--- config.mk ---
export PLATFORM = sky130hd
export DESIGN_NAME = soh_eot_response_deframer
export DESIGN_NICKNAME = d
export VERILOG_FILES = /design/src/sv/sed_pkg.sv /design/src/sv/sed_front.sv /design/src/sv/sed_queue.sv /design/src/sv/sed_back.sv /design/src/sv/soh_eot_response_deframer.sv
export VERILOG_INCLUDE_DIRS = /design/src /design/src/sv
export SDC_FILE = /design/constraint.sdc
export NUM_CORES = 1
export LEC_CHECK = 0
export ABC_AREA = 1
export BUFFER_PORTS_ARGS = -buffer_cell sky130_fd_sc_hd__buf_2
export CORE_ASPECT_RATIO = 0.8
export CORE_MARGIN = 8
export CORE_UTILIZATION = 35
export CTS_CLUSTER_SIZE = 12
export DETAILED_ROUTE_END_ITERATION = 6
export PLACE_DENSITY_LB_ADDON = 0.3
export REMOVE_ABC_BUFFERS = 1
export SLEW_MARGIN = 20
export SYNTH_ARGS = -nofsm -noshare
export SYNTH_HDL_FRONTEND = slang
export SYNTH_SLANG_ARGS = --single-unit
--- constraint.sdc ---
create_clock -name clk -period 4.6 [get_ports clk]
set_input_delay 0.23 -clock clk [delete_from_list [all_inputs] [get_ports clk]]
set_output_delay 0.23 -clock clk [all_outputs]
set_load 0.05 [all_outputs]
--- src/sv/assert_macros.svh ---
// Assertion macros shared by the deframer RTL.
`ifndef ASSERT_MACROS_SVH
`define ASSERT_MACROS_SVH

`ifndef NO_ASSERTIONS

// Checked on every clock edge outside reset.
`define SED_ASSERT(lbl, prop, msg) \
    lbl: assert property (@(posedge clk) disable iff (!rst_n) prop) else $error(msg);

// Checked on every clock edge, reset included.
`define SED_ASSERT_ALWAYS(lbl, prop, msg) \
    lbl: assert property (@(posedge clk) prop) else $error(msg);

`else

`define SED_ASSERT(lbl, prop, msg)
`define SED_ASSERT_ALWAYS(lbl, prop, msg)

`endif

`endif

--- src/sv/sed_pkg.sv ---
// Shared types and constants of the response deframer.
package sed_pkg;

    // Frame bytes and limits
    localparam logic [7:0] SOH_BYTE          = 8'h01;
    localparam logic [7:0] EOT_BYTE          = 8'h04;
    localparam logic [7:0] UNSUPPORTED_INDEX = 8'hEE;
    localparam logic [7:0] HEADER_LEN        = 8'd3;
    localparam int         MAX_DATA          = 252;
    // Largest legal size byte, one bit wider so the sum cannot wrap
    localparam logic [8:0] SIZE_LIMIT        = 9'(MAX_DATA) + 9'(HEADER_LEN);

    // Frame status codes
    localparam logic [3:0] ST_OK           = 4'd0;
    localparam logic [3:0] ST_BAD_START    = 4'd1;
    localparam logic [3:0] ST_BAD_SIZE     = 4'd2;
    localparam logic [3:0] ST_BAD_END      = 4'd3;
    localparam logic [3:0] ST_UNSUPPORTED  = 4'd4;
    localparam logic [3:0] ST_INDEX_MISM   = 4'd5;
    localparam logic [3:0] ST_COMMAND_MISM = 4'd6;
    localparam logic [3:0] ST_LENGTH_MISM  = 4'd7;
    localparam logic [3:0] ST_TIMEOUT      = 4'd8;

    // Input kinds and result kinds
    localparam logic OP_BYTE     = 1'b0;
    localparam logic OP_TIMEOUT  = 1'b1;
    localparam logic KIND_DATA   = 1'b0;
    localparam logic KIND_STATUS = 1'b1;

    // Configuration register indexes
    localparam int CFG_ADDR_W = 2;
    typedef enum logic [CFG_ADDR_W-1:0] {
        CFG_EXP_INDEX   = 2'd0,
        CFG_EXP_COMMAND = 2'd1,
        CFG_LEN_CHECK   = 2'd2,
        CFG_EXP_LENGTH  = 2'd3
    } cfg_index_t;

    // Receive phase, one-hot
    typedef enum logic [5:0] {
        PH_IDLE    = 6'b000001,
        PH_SIZE    = 6'b000010,
        PH_INDEX   = 6'b000100,
        PH_COMMAND = 6'b001000,
        PH_DATA    = 6'b010000,
        PH_END     = 6'b100000
    } phase_t;

    // One result item as it travels from front end to output stage
    typedef struct packed {
        logic       kind;
        logic [7:0] data_byte;
        logic [7:0] byte_position;
        logic [3:0] frame_status;
        logic [7:0] frame_index;
        logic [7:0] frame_command;
        logic [7:0] data_length;
        logic       last;
    } result_t;

    // Result queue and output bus sizes
    localparam int QUEUE_DEPTH = 2;
    localparam int TDATA_W     = 48;
    localparam int FIELDS_W    = 44;

endpackage

--- src/sv/sed_front.sv ---
// Front end: configuration registers, frame phase machine and result classification.
`include "assert_macros.svh"

module sed_front (
    input  logic                           clk,
    input  logic                           rst_n,
    input  logic                           in_fire,
    input  logic                           opcode,
    input  logic [7:0]                     rx_byte,
    input  logic                           cfg_fire,
    input  logic [sed_pkg::CFG_ADDR_W-1:0] cfg_addr,
    input  logic [7:0]                     cfg_wdata,
    output logic                           push,
    output sed_pkg::result_t               result
);
    import sed_pkg::*;

    logic [7:0] exp_index_reg;
    logic [7:0] exp_command_reg;
    logic       len_check_reg;
    logic [7:0] exp_length_reg;

    phase_t     phase_reg, phase_next;
    logic [7:0] length_seen_reg, length_seen_next;
    logic [7:0] bytes_left_reg, bytes_left_next;
    logic [7:0] index_seen_reg, index_seen_next;
    logic [7:0] command_seen_reg, command_seen_next;
    logic [7:0] bytes_left_dec;
    logic [3:0] end_status;
    logic [3:0] status;
    logic       emit_status;
    logic       emit_data;

    // Configuration registers
    always_ff @(posedge clk or negedge rst_n)
    begin
        if (!rst_n)
        begin
            exp_index_reg   <= 8'd1;
            exp_command_reg <= 8'd64;
            len_check_reg   <= 1'b0;
            exp_length_reg  <= 8'd0;
        end
        else if (cfg_fire)
        begin
            unique case (cfg_index_t'(cfg_addr))
                CFG_EXP_INDEX:   exp_index_reg   <= cfg_wdata;
                CFG_EXP_COMMAND: exp_command_reg <= cfg_wdata;
                CFG_LEN_CHECK:   len_check_reg   <= cfg_wdata[0];
                CFG_EXP_LENGTH:  exp_length_reg  <= cfg_wdata;
                default:         exp_command_reg <= exp_command_reg;
            endcase
        end
    end

    // Status at the end byte, in priority order
    always_comb
    begin
        if (rx_byte != EOT_BYTE)
            end_status = ST_BAD_END;
        else if (exp_index_reg != UNSUPPORTED_INDEX && index_seen_reg == UNSUPPORTED_INDEX)
            end_status = ST_UNSUPPORTED;
        else if (index_seen_reg != exp_index_reg)
            end_status = ST_INDEX_MISM;
        else if (command_seen_reg != exp_command_reg)
            end_status = ST_COMMAND_MISM;
        else if (len_check_reg && length_seen_reg != exp_length_reg)
            end_status = ST_LENGTH_MISM;
        else
            end_status = ST_OK;
    end

    assign bytes_left_dec = (bytes_left_reg != 8'd0) ? bytes_left_reg - 8'd1 : bytes_left_reg;

    // Phase machine: one received byte or timeout per accepted transaction
    always_comb
    begin
        phase_next        = phase_reg;
        length_seen_next  = length_seen_reg;
        bytes_left_next   = bytes_left_reg;
        index_seen_next   = index_seen_reg;
        command_seen_next = command_seen_reg;
        emit_status       = 1'b0;
        emit_data         = 1'b0;
        status            = ST_OK;
        if (opcode == OP_TIMEOUT)
        begin
            emit_status = 1'b1;
            status      = ST_TIMEOUT;
        end
        else
        begin
            unique case (phase_reg)
                PH_IDLE:
                begin
                    if (rx_byte != SOH_BYTE)
                    begin
                        emit_status = 1'b1;
                        status      = ST_BAD_START;
                    end
                    else
                        phase_next = PH_SIZE;
                end
                PH_SIZE:
                begin
                    if (rx_byte < HEADER_LEN || {1'b0, rx_byte} > SIZE_LIMIT)
                    begin
                        emit_status = 1'b1;
                        status      = ST_BAD_SIZE;
                    end
                    else
                    begin
                        length_seen_next = rx_byte - HEADER_LEN;
                        bytes_left_next  = rx_byte - HEADER_LEN;
                        phase_next       = PH_INDEX;
                    end
                end
                PH_INDEX:
                begin
                    index_seen_next = rx_byte;
                    phase_next      = PH_COMMAND;
                end
                PH_COMMAND:
                begin
                    command_seen_next = rx_byte;
                    phase_next        = (bytes_left_reg != 8'd0) ? PH_DATA : PH_END;
                end
                PH_DATA:
                begin
                    emit_data       = 1'b1;
                    bytes_left_next = bytes_left_dec;
                    if (bytes_left_dec == 8'd0)
                        phase_next = PH_END;
                end
                PH_END:
                begin
                    emit_status = 1'b1;
                    status      = end_status;
                end
                default:
                begin
                    phase_next = PH_IDLE;
                end
            endcase
        end
        // Every status closes the frame and clears it
        if (emit_status)
        begin
            phase_next        = PH_IDLE;
            length_seen_next  = 8'd0;
            bytes_left_next   = 8'd0;
            index_seen_next   = 8'd0;
            command_seen_next = 8'd0;
        end
    end

    // Frame state
    always_ff @(posedge clk or negedge rst_n)
    begin
        if (!rst_n)
        begin
            phase_reg        <= PH_IDLE;
            length_seen_reg  <= 8'd0;
            bytes_left_reg   <= 8'd0;
            index_seen_reg   <= 8'd0;
            command_seen_reg <= 8'd0;
        end
        else if (in_fire)
        begin
            phase_reg        <= phase_next;
            length_seen_reg  <= length_seen_next;
            bytes_left_reg   <= bytes_left_next;
            index_seen_reg   <= index_seen_next;
            command_seen_reg <= command_seen_next;
        end
    end

    // Result record, fields taken before the frame is cleared
    assign push = in_fire && (emit_status || emit_data);

    always_comb
    begin
        result.kind          = emit_status ? KIND_STATUS : KIND_DATA;
        result.data_byte     = emit_status ? 8'd0 : rx_byte;
        result.byte_position = emit_status ? 8'd0 : (length_seen_reg - bytes_left_reg);
        result.frame_status  = status;
        result.frame_index   = index_seen_reg;
        result.frame_command = command_seen_reg;
        result.data_length   = length_seen_reg;
        result.last          = emit_status;
    end

    `SED_ASSERT(a_status_clears_frame, push && result.last |=> phase_reg == PH_IDLE && bytes_left_reg == 8'd0, "status did not return the frame to idle")
    `SED_ASSERT(a_data_only_in_data_phase, push && result.kind == KIND_DATA |-> phase_reg == PH_DATA, "data result outside data phase")
    `SED_ASSERT(a_data_phase_has_bytes, phase_reg == PH_DATA |-> bytes_left_reg != 8'd0, "data phase with no bytes left")

endmodule

--- src/sv/sed_queue.sv ---
// Two-entry result queue between the front end and the output stage.
`include "assert_macros.svh"

module sed_queue (
    input  logic             clk,
    input  logic             rst_n,
    input  logic             push,
    input  sed_pkg::result_t push_data,
    input  logic             pop,
    output sed_pkg::result_t pop_data,
    output logic             empty,
    output logic             full
);
    import sed_pkg::*;

    localparam int PTR_W = $clog2(QUEUE_DEPTH);
    localparam int CNT_W = $clog2(QUEUE_DEPTH + 1);

    result_t            entry_reg [QUEUE_DEPTH];
    logic [PTR_W-1:0]   wr_ptr_reg;
    logic [PTR_W-1:0]   rd_ptr_reg;
    logic [CNT_W-1:0]   count_reg, count_next;

    assign empty    = (count_reg == '0);
    assign full     = (count_reg == CNT_W'(QUEUE_DEPTH));
    assign pop_data = entry_reg[rd_ptr_reg];

    // Occupancy
    always_comb
    begin
        count_next = count_reg;
        if (push && !pop)
            count_next = count_reg + CNT_W'(1);
        else if (pop && !push)
            count_next = count_reg - CNT_W'(1);
    end

    // Pointers and count
    always_ff @(posedge clk or negedge rst_n)
    begin
        if (!rst_n)
        begin
            wr_ptr_reg <= '0;
            rd_ptr_reg <= '0;
            count_reg  <= '0;
        end
        else
        begin
            if (push)
                wr_ptr_reg <= wr_ptr_reg + PTR_W'(1);
            if (pop)
                rd_ptr_reg <= rd_ptr_reg + PTR_W'(1);
            count_reg <= count_next;
        end
    end

    // Storage
    always_ff @(posedge clk)
    begin
        if (push)
            entry_reg[wr_ptr_reg] <= push_data;
    end

    `SED_ASSERT(a_count_in_range, count_reg <= CNT_W'(QUEUE_DEPTH), "queue count beyond depth")
    `SED_ASSERT(a_no_overflow, push |-> !full, "push into a full queue")
    `SED_ASSERT(a_no_underflow, pop |-> !empty, "pop from an empty queue")

endmodule

--- src/sv/sed_back.sv ---
// Output stage: takes results from the queue and holds them on the master stream.
module sed_back (
    input  logic                           clk,
    input  logic                           rst_n,
    input  logic                           queue_empty,
    input  sed_pkg::result_t               queue_data,
    output logic                           queue_pop,
    output logic                           m_axis_tvalid,
    input  logic                           m_axis_tready,
    output logic [sed_pkg::TDATA_W-1:0]    m_axis_tdata,
    output logic                           m_axis_tuser,
    output logic                           m_axis_tlast
);
    import sed_pkg::*;

    logic    out_valid_reg, out_valid_next;
    result_t out_reg;

    // Refill the output register when it is empty or being taken
    assign queue_pop      = !queue_empty && (!out_valid_reg || m_axis_tready);
    assign out_valid_next = queue_pop || (out_valid_reg && !m_axis_tready);

    always_ff @(posedge clk or negedge rst_n)
    begin
        if (!rst_n)
            out_valid_reg <= 1'b0;
        else
            out_valid_reg <= out_valid_next;
    end

    always_ff @(posedge clk)
    begin
        if (queue_pop)
            out_reg <= queue_data;
    end

    // Bus packing
    assign m_axis_tvalid = out_valid_reg;
    assign m_axis_tuser  = out_reg.kind;
    assign m_axis_tlast  = out_reg.last;
    assign m_axis_tdata  = {(TDATA_W - FIELDS_W)'(0),
                            out_reg.data_length,
                            out_reg.frame_command,
                            out_reg.frame_index,
                            out_reg.frame_status,
                            out_reg.byte_position,
                            out_reg.data_byte};

endmodule

--- src/sv/soh_eot_response_deframer.sv ---
// Top level of the SOH/EOT serial response deframer.
// Usage:
//   s_axis carries one transaction per received serial event: tuser is the
//   kind (0 received byte, 1 receive timeout), tdata[7:0] the byte.
//   m_axis carries at most one result per input transaction: tuser 0 is a
//   data byte of the frame, tuser 1 a frame status with tlast set.
//   cfg_valid/cfg_ready write cfg_data into register cfg_index: 0 expected
//   index, 1 expected command, 2 length check enable, 3 expected length.
//   Write configuration only while no transaction is in flight.
// Timing:
//   Input is taken every cycle while the result queue has room; a byte is
//   classified in the cycle it is accepted; its result is then registered
//   in the queue and the output register. Sustained rate is one transaction
//   per cycle while m_axis_tready is high, set by the front phase machine.
// Reset clears the phase machine to idle (hunting for SOH), empties the
// queue and the output register, and loads the register reset values.
// When the receiver stalls, the output register holds its transaction, the
// two-entry queue fills, and s_axis_tready drops until space frees up.
module soh_eot_response_deframer (
    input  logic                           clk,
    input  logic                           rst_n,
    input  logic                           s_axis_tvalid,
    output logic                           s_axis_tready,
    input  logic [7:0]                     s_axis_tdata,  // [7:0] rx_byte
    input  logic                           s_axis_tuser,  // [0] opcode
    output logic                           m_axis_tvalid,
    input  logic                           m_axis_tready,
    // [7:0] data_byte, [15:8] byte_position, [19:16] frame_status,
    // [27:20] frame_index, [35:28] frame_command, [43:36] data_length, rest zero
    output logic [sed_pkg::TDATA_W-1:0]    m_axis_tdata,
    output logic                           m_axis_tuser,  // [0] result_kind
    output logic                           m_axis_tlast,
    input  logic                           cfg_valid,
    output logic                           cfg_ready,
    input  logic [sed_pkg::CFG_ADDR_W-1:0] cfg_index,
    input  logic [7:0]                     cfg_data
);
    import sed_pkg::*;

    logic    in_fire;
    logic    push;
    result_t push_data;
    logic    pop;
    result_t pop_data;
    logic    q_empty;
    logic    q_full;

    assign cfg_ready     = 1'b1;
    assign s_axis_tready = !q_full;
    assign in_fire       = s_axis_tvalid && s_axis_tready;

    sed_front u_front (
        .clk       (clk),
        .rst_n     (rst_n),
        .in_fire   (in_fire),
        .opcode    (s_axis_tuser),
        .rx_byte   (s_axis_tdata),
        .cfg_fire  (cfg_valid && cfg_ready),
        .cfg_addr  (cfg_index),
        .cfg_wdata (cfg_data),
        .push      (push),
        .result    (push_data)
    );

    sed_queue u_queue (
        .clk       (clk),
        .rst_n     (rst_n),
        .push      (push),
        .push_data (push_data),
        .pop       (pop),
        .pop_data  (pop_data),
        .empty     (q_empty),
        .full      (q_full)
    );

    sed_back u_back (
        .clk           (clk),
        .rst_n         (rst_n),
        .queue_empty   (q_empty),
        .queue_data    (pop_data),
        .queue_pop     (pop),
        .m_axis_tvalid (m_axis_tvalid),
        .m_axis_tready (m_axis_tready),
        .m_axis_tdata  (m_axis_tdata),
        .m_axis_tuser  (m_axis_tuser),
        .m_axis_tlast  (m_axis_tlast)
    );

endmodule

* Word-level counts from Yosys, hierarchy flattened *
Memories as Yosys holds them, arrays and structs flattened. A register that Yosys moved wholly into a read port is not among the register bits.
Cells that the tools add are included.

word-level totals
  RAM bits = 92
  logic and storage cells = 123
  memories = 1
  register bits = 68
  output and inout port bits = 53
  bits of input ports = 24

cells by class
  multiplexer cells = 43
  $lt $le $gt $ge = 1
  $add $sub $neg = 7
  equal/unequal tests = 23
  reductions and logical operators = 35

memories
  name               depth  width  rd ports  clocked after Yosys merged registers in  write ports  RTL line         text
  u_queue.entry_reg  2      46     1         1                                        1            sed_queue.sv:19  result_t entry_reg [QUEUE_DEPTH];

operators with widths
  cell                                                                   number
  8-bit two-way mux                                                      15
  6-bit two-way mux                                                      6
  6-bit case mux with 6 select lines                                     1
  8-bit != test                                                          3
  4-bit two-way mux                                                      5
  8-bit case mux with 2 select lines                                     1
  4-bit case mux with 3 select lines                                     1
  1-bit two-way mux                                                      9
  8-bit equality test, second input constant                             1
  1-bit logical AND                                                      8
  8-bit zero test                                                        1
  8-bit by 2-bit < comparator with 1-bit output, second input constant   1
  8-bit by 1-bit != test with 1-bit output, second input constant        1
  8-bit by 3-bit != test with 1-bit output, second input constant        1
  8-bit != test, second input constant                                   1
  2-bit AND reduction                                                    4
  4-bit AND reduction                                                    2
  2-bit nonzero test                                                     4
  8-bit nonzero test                                                     1
  8-bit by 1-bit subtractor with 8-bit output, second input constant     1
  8-bit by 2-bit subtractor with 8-bit output, second input constant     1
  8-bit subtractor                                                       1
  2-bit equality test, second input constant                             3
  6-bit by 1-bit equality test with 1-bit output, second input constant  1
  21 further kinds                                                       36

* Longest topological paths before layout *
Gate-level depths: netlist of run 1.

  depth in word-level cells = 10
  depth in mapped cells = 14
  gate-level depth less buffers = 14

* By module *
A second synthesis of run 1 with hierarchy kept.

unflattened totals
  cells, all modules = 762
  area total of the unflattened synthesis = 9103.7 sq um

modules (own cells, without submodules)
  module                     sequential area each (sq um)  instances  area each (sq um)  cells an instance
  sed_front                  1580.3                        1          3968.8             533
  sed_queue                  2862.7                        1          3649.8             168
  sed_back                   1406.3                        1          1460.2             56
  soh_eot_response_deframer  0.0                           1          25.0               5

* Least setup slack after synthesis of run 1 *
OpenSTA, ideal clock, no wires.

  path kind = reg-to-reg
  start point = register u_queue.count_reg[0]
  end point = memory u_queue.entry_reg[1][0] in the netlist's numbering, enable pin
  slack = 753 ps
  data required time = 4151 ps
  data arrival time = 3398 ps
  setup time = 449 ps
  stages on the path, launching flop included = 7
  path buffers = 0
  clock period less this slack = 3847 ps
  path through = dfrtp_1 inv_1 nand2_1 nand2_1 inv_1 o21ai_0 nor2_1

on the way
  longest elaborated chain between the ends = 6

RTL lines
  item                                     RTL line                         text
  start, declared                          sed_queue.sv:22                  logic [CNT_W-1:0] count_reg, count_next;
  start signal, assigned                   sed_queue.sv:53                  count_reg <= count_next;
  2-bit equality test                      sed_queue.sv:25                  assign full = (count_reg == CNT_W'(QUEUE_DEPTH));
  1-bit zero test                          soh_eot_response_deframer.sv:49  assign s_axis_tready = !q_full;
  via s_axis_tready                        soh_eot_response_deframer.sv:23  output logic s_axis_tready,
  1-bit logical AND                        soh_eot_response_deframer.sv:50  assign in_fire = s_axis_tvalid && s_axis_tready;
  1-bit logical AND                        sed_front.sv:179                 assign push = in_fire && (emit_status || emit_data);
  1-bit two-way mux                        sed_queue.sv:60                  if (push)
  1-bit two-way mux (not written as such)  sed_queue.sv:61                  entry_reg[wr_ptr_reg] <= push_data;
  end, declared                            sed_queue.sv:19

The timed path passes the listed nets, and every way through them passes these cells.

* Final worst setup path of run 1 *
  start point = register u_queue.count_reg[0]
  end point = memory u_queue.entry_reg[1][1] in the netlist's numbering, enable pin

on the way
  longest elaborated chain between the ends = 6

RTL lines
  item                                     RTL line
  2-bit equality test                      sed_queue.sv:25
  1-bit zero test                          soh_eot_response_deframer.sv:49
  1-bit logical AND                        soh_eot_response_deframer.sv:50
  1-bit logical AND                        sed_front.sv:179
  1-bit two-way mux                        sed_queue.sv:60
  1-bit two-way mux (not written as such)  sed_queue.sv:61

No other way between the ends.

==> reports/qor.csv, run 1 <==
metric,value,unit
CTS Buf Count,22,
Critical R2R Launch,u_queue.count_reg[0],
LEAKAGE,4.428,nW
Ports,77,
Antenna Violating Nets Remaining,0,
GRT Total Usage,13.07,%
Worst R2R Path Depth,7,
Max IR drop VDD,0.3040,mV
Die W,194.2,um
Min-Delay Startpoint,m_axis_tready,
Max-cap violations,0,
Worst-Margin Slew,0.9057,ns
number of synthesized register bits,203,
status,completed,
"Avg Cell Area, Syn",10.19,um^2
DP Cell Count,1249,
Residual DRC,0,
Max Freq,341.7,MHz
Congestion Overflow GR,0,
Psw,0.003203,W
Final Wtd Congestion,0.8366,
# setup viols final,0,
"area leader, netlist",edfxtp_1,
asr flop ratio synth,33.50,%
# port buffers,71,
most frequent cell after synthesis,nand2_1,
Synth top cells by count,"nand2_1 (298), edfxtp_1 (135), inv_1 (89)",
Yosys top cell area share,45.59,%
Crit. End Element,flip-flop,
top_reg_cell synth,edfxtp_1,
Slew headroom,39.62,%
vias in the first global route,5701,
Critical R2R Capture,u_queue.entry_reg[1][1],
Max Fanout on Critical Path,25,
n_diodes,0,
CTS tree,built,
Setup Buffers After CTS,0,
crit path kind,flip-flop to flip-flop,
core area,0.02511,mm^2
CTS Buffer Depth,3,
NumNets Final,988,
cells resized by post-CTS repair,0,
critical path arrival,3.13,ns
setup TNS,0,ns
die area,0.03079,mm^2
post-route clock period utilization,63.63,%
Hold/Removal Path Class,input pin to flip-flop,
Clock Pin Slew Worst Setup and Hold Paths,0.06,ns
RSZ-0062 raised after global routing,false,
cell depth of the worst hold path,4,
Final Instance Count excl. Fillers,1290,
# fillers,2425,
CTS root buffer,clkbuf_16,
Iteration-0 DRC Markers,469,
P&R area growth vs syn,15.52,%
number of flops mapped to enable cells by yosys,135,
clk_skew,0.01014,ns
clock share of power,22.0,%
DP HPWL,13860,um
critical path required time,4.81,ns
Final Max Tran Viols,0,
combinational share of power,38.3,%
power per cell area,749.9,mW/mm^2
share of power burned in registers,39.7,%
clock sink count,203,
First-pass DRT Iterations,5,
share of cells above drive strength 1,13.46,%
Int Pwr,0.004500,W
"setup slack, reg-to-reg",1.67,ns
largest net degree at the start of global routing,47,
yosys warns,0,
Die Y,158.6,um
final worst path period need,2.927,ns
sequential element share of the synthesized area,64.77,%
clock latency on the worst-skew pair,0.51,ns
CTS H-tree lvls,1,
sw frac,41.59,%
synthesized area,0.008892,mm^2
via count,5949,
initial antenna violation count,0,
Vias per Instance,4.612,
initial core utilization,35.41,%
Total Wirelength,20200,um
final hold vios,0,
# rows,52,
Synth cell types,37,
Worst Hold Path EP,u_back.m_axis_tvalid,
Gate Count Post-Synth,873,
critical path startpoint category,flip-flop,
max FFs per register,90,
ranking of synthesized cells by area,"edfxtp_1 (46%), dfrtp_1 (18%), nand2_1 (13%)",
Routed WL per cell,15.66,um
first-pass GRT wire length,32130,um
worst max path at each step:
stage,startpoint,to
CTS,u_queue.count_reg[0],u_queue.entry_reg[1][6]
global route,u_queue.count_reg[0],u_queue.entry_reg[1][31]
finish,u_queue.count_reg[0],u_queue.entry_reg[1][1]
detailed placement,u_queue.count_reg[0],u_queue.entry_reg[1][6]
global placement,s_axis_tdata[4],u_queue.count_reg[1]
floorplan,u_front.phase_reg[2],u_queue.entry_reg[1][0]
cells in the final DEF (no fill, tap or decap), drive strengths merged:
cell         count
o211ai           2
xnor2           13
inv             90
a31oi            1
dfrtp           65
nand2          301
a21o             1
dfstp            3
bufinv           1
ha              13
o21bai           1
dlygate4sd3      1
edfxtp         135
nand4           17
nor2            60
nor3             9
o21ai           76
buf             76
a21oi           13
nand3           30
conb             5
or2              1
fa               1
o21a             1
clkbuf          36
clkinv           4
xor2            10
routing by layer:
layer | up-vias | part of all wire [%] | GRT usage [%] | routed length, um
met3 | 23 | 5.5 | 2.873 | 1107
met5 | - | 0 | 0 | 0
li1 | 3006 | - | - | -
met1 | 2780 | 50 | 19.02 | 10110
met2 | 140 | 43 | 19.83 | 8646
met4 | 0 | 1.7 | 2.541 | 336
logic make-up (layout without fill, tap and decap cells):
kind of cell / count (synthesis) / in the layout / synth area share, %
AO/OA/AOI/OAI: 95 / 95 / 5.924
AND/OR/NAND/NOR: 418 / 418 / 19.25
adder cells (fa/ha/maj): 14 / 14 / 2.054
other: 2 / 5 / 0.08446
XOR/XNOR: 23 / 23 / 2.265
flip-flops: 203 / 203 / 64.77
buffers and inverters: 118 / 208 / 5.656
critical path: stages (launching register included):
cell,delay (ns)
dfrtp_1,0.38
inv_1,0.09
nand2_1,0.08
nand2_1,0.17
inv_1,0.45
o21ai_0,0.44
nor2_4,0.73
buf_12,0.27
power groups by stage:
stage,Sequential [W],Clock [W],Combinational [W]
after floorplan,0.00378,0,0.00145
final,0.00306,0.00170,0.00295
after CTS,0.00306,0.00174,0.00299
after global routing,0.00312,0.00182,0.00328
after detailed placement,0.00309,0,0.00298
after global placement,0.00309,0,0.00295
layout make-up:
class / instances / area (um^2) / share of cell area [%]
tap: 324 / 405.4 / 3.946
clock buffer: 36 / 633.1 / 6.163
timing repair buffer: 77 / 415.4 / 4.044
clock inverter: 4 / 60.06 / 0.5847
inverter: 91 / 342.8 / 3.337
sequential: 203 / 5759 / 56.07
multi-input combinational: 555 / 2656 / 25.86
repair_timing:
| item | 4_1_cts | 5_1_grt |
|---|---|---|
| endpoints found under the setup margin | 0 | 0 |
| hold buffers | 1 | 0 |
| hold endpoints to repair | 34 | 0 |
per-stage QoR:
step                util (%)  hold slack [ns]  area [um^2]  setup slack [ns]  power, W
floorplan                  -         -0.06559         8742            0.5600  0.005237
global route           40.90          0.05123        10270             1.454  0.008224
CTS                    40.90          0.01937        10270             1.657  0.007787
detailed placement     38.10           0.4149         9568             1.671  0.006066
finish                 40.90          0.04235        10270             1.673  0.007703
global placement       38.10           0.4168         9568             1.765  0.006036
Note: power is estimated with default switching activity, not from simulation.
==> run 2, diff against run 1 <==
==> constraint.sdc (replaced) <==
create_clock -name clk -period 2.7 [get_ports clk]
set_input_delay 0.135 -clock clk [delete_from_list [all_inputs] [get_ports clk]]
set_output_delay 0.135 -clock clk [all_outputs]
set_load 0.05 [all_outputs]
==> run 2 against run 1 <==
Sequential power grew 70%. Sequential share of layout area is 1.0 points lower. Cell count increased by 1.4%. Worst hold slack got worse by 0.039 ns.
==> reports/qor.csv, run 2 (synthesis gave the netlist of run 1 again) <==
metric,value,unit,change
critical path startpoint category,flip-flop,,unchanged
power per cell area,1260,mW/mm^2,was 749.9 mW/mm^2
DP HPWL,13990,um,was 13860 um
CTS Buf Count,22,,unchanged
clock latency on the worst-skew pair,0.51,ns,about the same
status,completed,,unchanged
Residual DRC,0,,unchanged
CTS H-tree lvls,1,,unchanged
CTS root buffer,clkbuf_16,,unchanged
n_diodes,0,,unchanged
First-pass DRT Iterations,4,,was 5
Routed WL per cell,15.37,um,was 15.66 um
NumNets Final,1006,,was 988
# port buffers,71,,unchanged
LEAKAGE,4.520,nW,was 4.428 nW
Die Y,158.6,um,unchanged
"commonest non-fill, non-tap cell in the layout",nand2_1,,unchanged
# setup viols final,0,,unchanged
Util after Layout,41.68,%,was 40.90%
Vias per Instance,4.641,,was 4.612
share of cells above drive strength 1,13.92,%,was 13.46%
vias in the first global route,5793,,was 5701
initial core utilization,35.41,%,unchanged
Min-Delay Startpoint,cfg_data[0],,was m_axis_tready
Max IR drop VDD,0.4999,mV,was 0.3040 mV
core area,0.02511,mm^2,unchanged
area occupied by registers,0.005759,mm^2,unchanged
"commonest non-fill, non-tap cells in the layout","nand2_1 (298), edfxtp_1 (135), inv_1 (88)",,unchanged
Critical R2R Capture,u_queue.entry_reg[1][35],,was u_queue.entry_reg[1][1]
Finished Cell Area,0.01047,mm^2,was 0.01027 mm^2
P&R area growth vs syn,17.71,%,was 15.52%
Setup WS post-layout,0.4290,ns,was 1.673 ns
Setup Buffers After CTS,0,,unchanged
Max Freq,440.3,MHz,was 341.7 MHz
# fillers,2420,,was 2425
clk_skew,0.009191,ns,was 0.01014 ns
Critical R2R Launch,u_front.length_seen_reg[0],,was u_queue.count_reg[0]
post-route clock period utilization,84.11,%,was 63.63%
Final Max Tran Viols,0,,unchanged
critical path required time,3.05,ns,was 4.81 ns
Total Wirelength,20110,um,was 20200 um
max FFs per register,90,,unchanged
Worst R2R Path Depth,12,,was 7
clock sink count,203,,unchanged
GRT Total Usage,13.21,%,was 13.07%
initial antenna violation count,3,,was 0
die area,0.03079,mm^2,unchanged
critical path arrival,2.63,ns,was 3.13 ns
Worst-Margin Slew,0.8720,ns,was 0.9057 ns
cells resized by post-CTS repair,0,,unchanged
Hold/Removal Path Class,input pin to flip-flop,,unchanged
Clock Pin Slew Worst Setup and Hold Paths,0.06,ns,about the same
multi-input logic area,0.002656,mm^2,unchanged
Final Wtd Congestion,0.8623,,was 0.8366
Antenna Violating Nets Remaining,0,,unchanged
via count,6071,,was 5949
Crit. End Element,flip-flop,,unchanged
RSZ-0062 raised after global routing,false,,unchanged
Congestion Overflow GR,0,,unchanged
Max Fanout on Critical Path,4,,was 25
Max-cap violations,0,,unchanged
CTS tree,built,,unchanged
placed inst area,0.009658,mm^2,was 0.009568 mm^2
CTS Buffer Depth,3,,unchanged
first-pass GRT wire length,32290,um,was 32130 um
# rows,52,,unchanged
crit path kind,flip-flop to flip-flop,,unchanged
"setup slack, reg-to-reg",0.43,ns,was 1.67 ns
final hold vios,0,,unchanged
Die W,194.2,um,unchanged
Ports,77,,unchanged
post-place setup slack,0.4324,ns,was 1.671 ns
Worst Hold Path EP,u_front.exp_command_reg[0],,was u_back.m_axis_tvalid
cell depth of the worst hold path,3,,was 4
final worst path period need,2.271,ns,was 2.927 ns
Slew headroom,41.86,%,was 39.62%
largest net degree at the start of global routing,47,,unchanged
Iteration-0 DRC Markers,538,,was 469
[run 2: cell types whose count changed in the layout (fill, tap and decap cells not counted), sizes merged]
cell         previous run  this run
buf                    76        83
dlygate4sd3             1        12
inv                    90        91
clkbuf                 36        34
clkinv                  4         5
[run 2: routing by layer]
layer | vias up | track usage [%] | routed length (um)
met5 | - | 0 | 35
met4 | 6 | 2.722 | 301
met3 | 30 | 3.274 | 1274
met2 | 145 | 19.88 | 8498
met1 | 2844 | 19.07 | 9998
li1 | 3046 | - | -
[run 2: power by group]
| part | leakage, nW | internal, W | switching [W] | total (W) |
|---|---|---|---|---|
| Sequential | 2.17 | 0.00470 | 0.000498 | 0.00520 |
| Clock | 0.335 | 0.00169 | 0.00119 | 0.00288 |
| Combinational | 2.02 | 0.00134 | 0.00377 | 0.00511 |
| Total | 4.52 | 0.00773 | 0.00546 | 0.0132 |
[run 2: what timing repair did]
| action | 4_1_cts | 5_1_grt |
|---|---|---|
| hold endpoints to repair | 45 | 0 |
| endpoints found under the setup margin | 0 | 0 |
| hold buffers | 12 | 0 |
[run 2: stage by stage]
stage	hold slack, ns	setup TNS (ns)	cells	total power, W
finish	0.003198	0	1308	0.01319
global placement	0.1750	0	1256	0.01035
detailed placement	0.1873	0	1256	0.01040
CTS	0.0003297	0	1308	0.01334
floorplan	-0.1606	-120.43	849	0.008922
global route	0.03877	0	1308	0.01409
[run 2: cell type report]
class	count	area share, %
tap	324	3.873
timing repair buffer	95	5.881
inverter	91	3.263
clock buffer	34	5.977
multi-input combinational	555	25.38
clock inverter	6	0.6096
sequential	203	55.02
[run 2: worst max path at each step]
| stage | start | endpoint | slack (ns) | cells past startpoint |
|---|---|---|---|---|
| finish | u_front.length_seen_reg[0] | u_queue.entry_reg[1][35] | 0.43 | 12 |
| CTS | u_front.phase_reg[0] | u_queue.count_reg[1] | 0.42 | 11 |
| global placement | u_front.phase_reg[0] | u_queue.count_reg[1] | 0.47 | 11 |
| global route | u_front.length_seen_reg[0] | u_queue.entry_reg[1][35] | 0.18 | 12 |
| detailed placement | u_front.phase_reg[0] | u_queue.count_reg[1] | 0.43 | 11 |
| floorplan | u_front.phase_reg[2] | u_queue.entry_reg[1][0] | -1.34 | 7 |
[run 2: critical path, cell delays in order (launching register included)]
cell     delay (ns)
dfrtp_1        0.41
inv_1          0.09
ha_1           0.15
inv_1          0.06
fa_1           0.41
nand2_1        0.08
inv_1          0.05
o21ai_0        0.22
a21oi_1        0.13
o21a_1         0.19
o21ai_0        0.15
nand2_1        0.06
nor2_1         0.12
==> run 3, diff against run 2 <==
==> constraint.sdc (replaced) <==
create_clock -name clk -period 2 [get_ports clk]
set_input_delay 0.1 -clock clk [delete_from_list [all_inputs] [get_ports clk]]
set_output_delay 0.1 -clock clk [all_outputs]
set_load 0.05 [all_outputs]
==> run 3 against run 2 <==
Via count increased by 3.9%. Routed wire length up 4.6%. Total power grew 47%. Critical path type unchanged.
==> reports/qor.csv, run 3 (synthesis gave the netlist of run 1 again) <==
metric,value,unit,change
placed inst area,0.01007,mm^2,was 0.009658 mm^2
Crit. End Element,flip-flop,,unchanged
top layer in use,met4,,was met5
"commonest non-fill, non-tap cell in the layout",nand2_1,,unchanged
Final Max Tran Viols,0,,unchanged
Antenna Violating Nets Remaining,0,,unchanged
P&R area growth vs syn,26.07,%,was 17.71%
LEAKAGE,4.870,nW,was 4.520 nW
Max-cap violations,0,,unchanged
crit path kind,flip-flop to flip-flop,,unchanged
cells along the critical path,"inv_2, ha_4, inv_4, fa_2, nand2_2, inv_2, o21ai_2, a21oi_2, o21a_1, o21ai_1, nand2_1, nor2_2",,"was inv_1, ha_1, inv_1, fa_1, nand2_1, inv_1, o21ai_0, a21oi_1, o21a_1, o21ai_0, nand2_1, nor2_1"
Int Pwr,0.01147,W,was 0.007732 W
Max IR drop VDD,0.9542,mV,was 0.4999 mV
Die W,194.2,um,unchanged
slowest CP cell,dfrtp_1,,unchanged
critical path arrival,2.35,ns,was 2.63 ns
CP top delay family,compound AO/OA/AOI/OAI gates,,unchanged
Iteration-0 DRC Markers,599,,was 538
Setup WS post-layout,0.01686,ns,was 0.4290 ns
Buffers & Inverters on Critical Path,3,,unchanged
# port buffers,71,,unchanged
Ports,77,,unchanged
First-pass DRT Iterations,5,,was 4
final hold vios,0,,unchanged
Die Y,158.6,um,unchanged
Slew headroom,55.19,%,was 41.86%
clk_skew,0.01031,ns,was 0.009191 ns
first-pass GRT wire length,33140,um,was 32290 um
power per cell area,1724,mW/mm^2,was 1260 mW/mm^2
CTS H-tree lvls,1,,unchanged
max FFs per register,90,,unchanged
DRT met1 WL,10280,um,was 9998 um
Total Wirelength,21030,um,was 20110 um
core area,0.02511,mm^2,unchanged
Detail Route met2 WL,8749,um,was 8498 um
CTS root buffer,clkbuf_16,,unchanged
CTS Buf Count,22,,unchanged
Max Fanout on Critical Path,2,,was 4
die area,0.03079,mm^2,unchanged
Vias per Instance,4.602,,was 4.641
# rows,52,,unchanged
Finished Cell Area,0.01121,mm^2,was 0.01047 mm^2
share of power burned in registers,36.2,%,was 39.4%
"commonest non-fill, non-tap cells in the layout","nand2_1 (297), edfxtp_1 (135), inv_1 (81)",,"was nand2_1 (298), edfxtp_1 (135), inv_1 (88)"
initial core utilization,35.41,%,unchanged
NumNets Final,1067,,was 1006
CTS tree,built,,unchanged
Util after Layout,44.64,%,was 41.68%
RSZ-0062 raised after global routing,true,,was false
Hold/Removal Path Class,input pin to flip-flop,,unchanged
clock share of power,20.5,%,was 21.9%
DP HPWL,14560,um,was 13990 um
CTS Buffer Depth,3,,unchanged
# setup viols final,0,,unchanged
Congestion Overflow GR,0,,unchanged
Clock Pin Slew Worst Setup and Hold Paths,0.06,ns,about the same
post-place setup slack,-0.1958,ns,was 0.4324 ns
met3 wire length,1619,um,was 1274 um
Max Freq,504.3,MHz,was 440.3 MHz
vias in the first global route,5916,,was 5793
initial antenna violation count,0,,was 3
via count,6305,,was 6071
setup TNS,0,ns,unchanged
Final Wtd Congestion,0.8474,,was 0.8623
final hold slack,0.02709,ns,was 0.003198 ns
Worst-Margin Slew,0.6651,ns,was 0.8720 ns
Routed WL per cell,15.35,um,was 15.37 um
cell with the most instances on the worst path,inv_2,,was inv_1
critical path required time,2.37,ns,was 3.05 ns
status,completed,,unchanged
sw frac,40.64,%,was 41.37%
Psw,0.007853,W,was 0.005456 W
CP peak stage delay,0.40,ns,was 0.41 ns
Residual DRC,0,,unchanged
post-route clock period utilization,99.16,%,was 84.11%
clock sink count,203,,unchanged
GRT Total Usage,13.58,%,was 13.21%
final worst path period need,1.983,ns,was 2.271 ns
clock latency on the worst-skew pair,0.51,ns,about the same
share of cells above drive strength 1,22.03,%,was 13.92%
critical path startpoint category,flip-flop,,unchanged
largest net degree at the start of global routing,69,,was 47
combinational share of power,43.3,%,was 38.7%
-- run 3: changes by cell type in the layout (fill, tap and decap cells not counted), sizes merged --
cell / change
diode: +2
clkbuf: +3
buf: +59
nand2: +1
clkinv: -3
-- run 3: power by group through the flow --
stage | clock network [W] | registers (W) | logic (W)
floorplan | 0 | 0.00870 | 0.00334
global placement | 0 | 0.00705 | 0.00752
detailed placement | 0 | 0.00708 | 0.00760
CTS | 0.00407 | 0.00701 | 0.00786
global route | 0.00426 | 0.00717 | 0.00916
finish | 0.00396 | 0.00700 | 0.00837
-- run 3: per-layer routing --
metal  GRT usage [%]  vias to the layer above
met5               0                        -
met4           2.831                        0
met3           3.528                       28
met2           19.86                      184
met1           19.95                     2918
li1                -                     3175
-- run 3: cell type report --
type                    instances  area, um^2
fillers                      2385       13900
flip-flops and latches        203        5759
multi-input cells             556        2830
repair buffers                155        1161
clock buffers                  36       655.6
well taps                     324       405.4
inverters                      91       344.1
clock inverters                 3       50.05
diodes                          2       5.005
-- run 3: repair_timing --
item                                    4_1_cts  5_1_grt
hold buffers                                 12        0
cloned                                        0        2
endpoints found under the setup margin       82      134
gates resized for setup                      14       40
pin swaps                                     7       18
buffers inserted                              5        7
endpoints found under the hold margin        93        0
-- run 3: path summary, 6_finish.rpt --
| kind | startpoint | end | slack [ns] | cells after the start |
|---|---|---|---|---|
| max in group asynchronous | rst_n | u_front.exp_index_reg[0] | 1.49 | 3 |
| hold reg to reg | u_front.index_seen_reg[0] | u_queue.entry_reg[1][17] | 0.50 | 0 |
| setup / recovery | u_front.length_seen_reg[0] | u_queue.entry_reg[0][35] | 0.02 | 12 |
| hold / removal | cfg_data[0] | u_front.exp_command_reg[0] | 0.03 | 3 |
| min in group asynchronous | rst_n | u_front.bytes_left_reg[2] | 0.13 | 3 |
| setup reg to reg | u_front.length_seen_reg[0] | u_queue.entry_reg[0][35] | 0.02 | 12 |
-- run 3: worst min-delay path, stage by stage --
cell and delay [ns]:
buf_2 0.07, inv_1 0.12, o21ai_0 0.19
-- run 3: per-stage QoR --
step | power (W) | instances
global route | 0.02060 | 1368
finish | 0.01933 | 1370
global placement | 0.01457 | 1304
CTS | 0.01894 | 1360
floorplan | 0.01204 | 849
detailed placement | 0.01468 | 1304
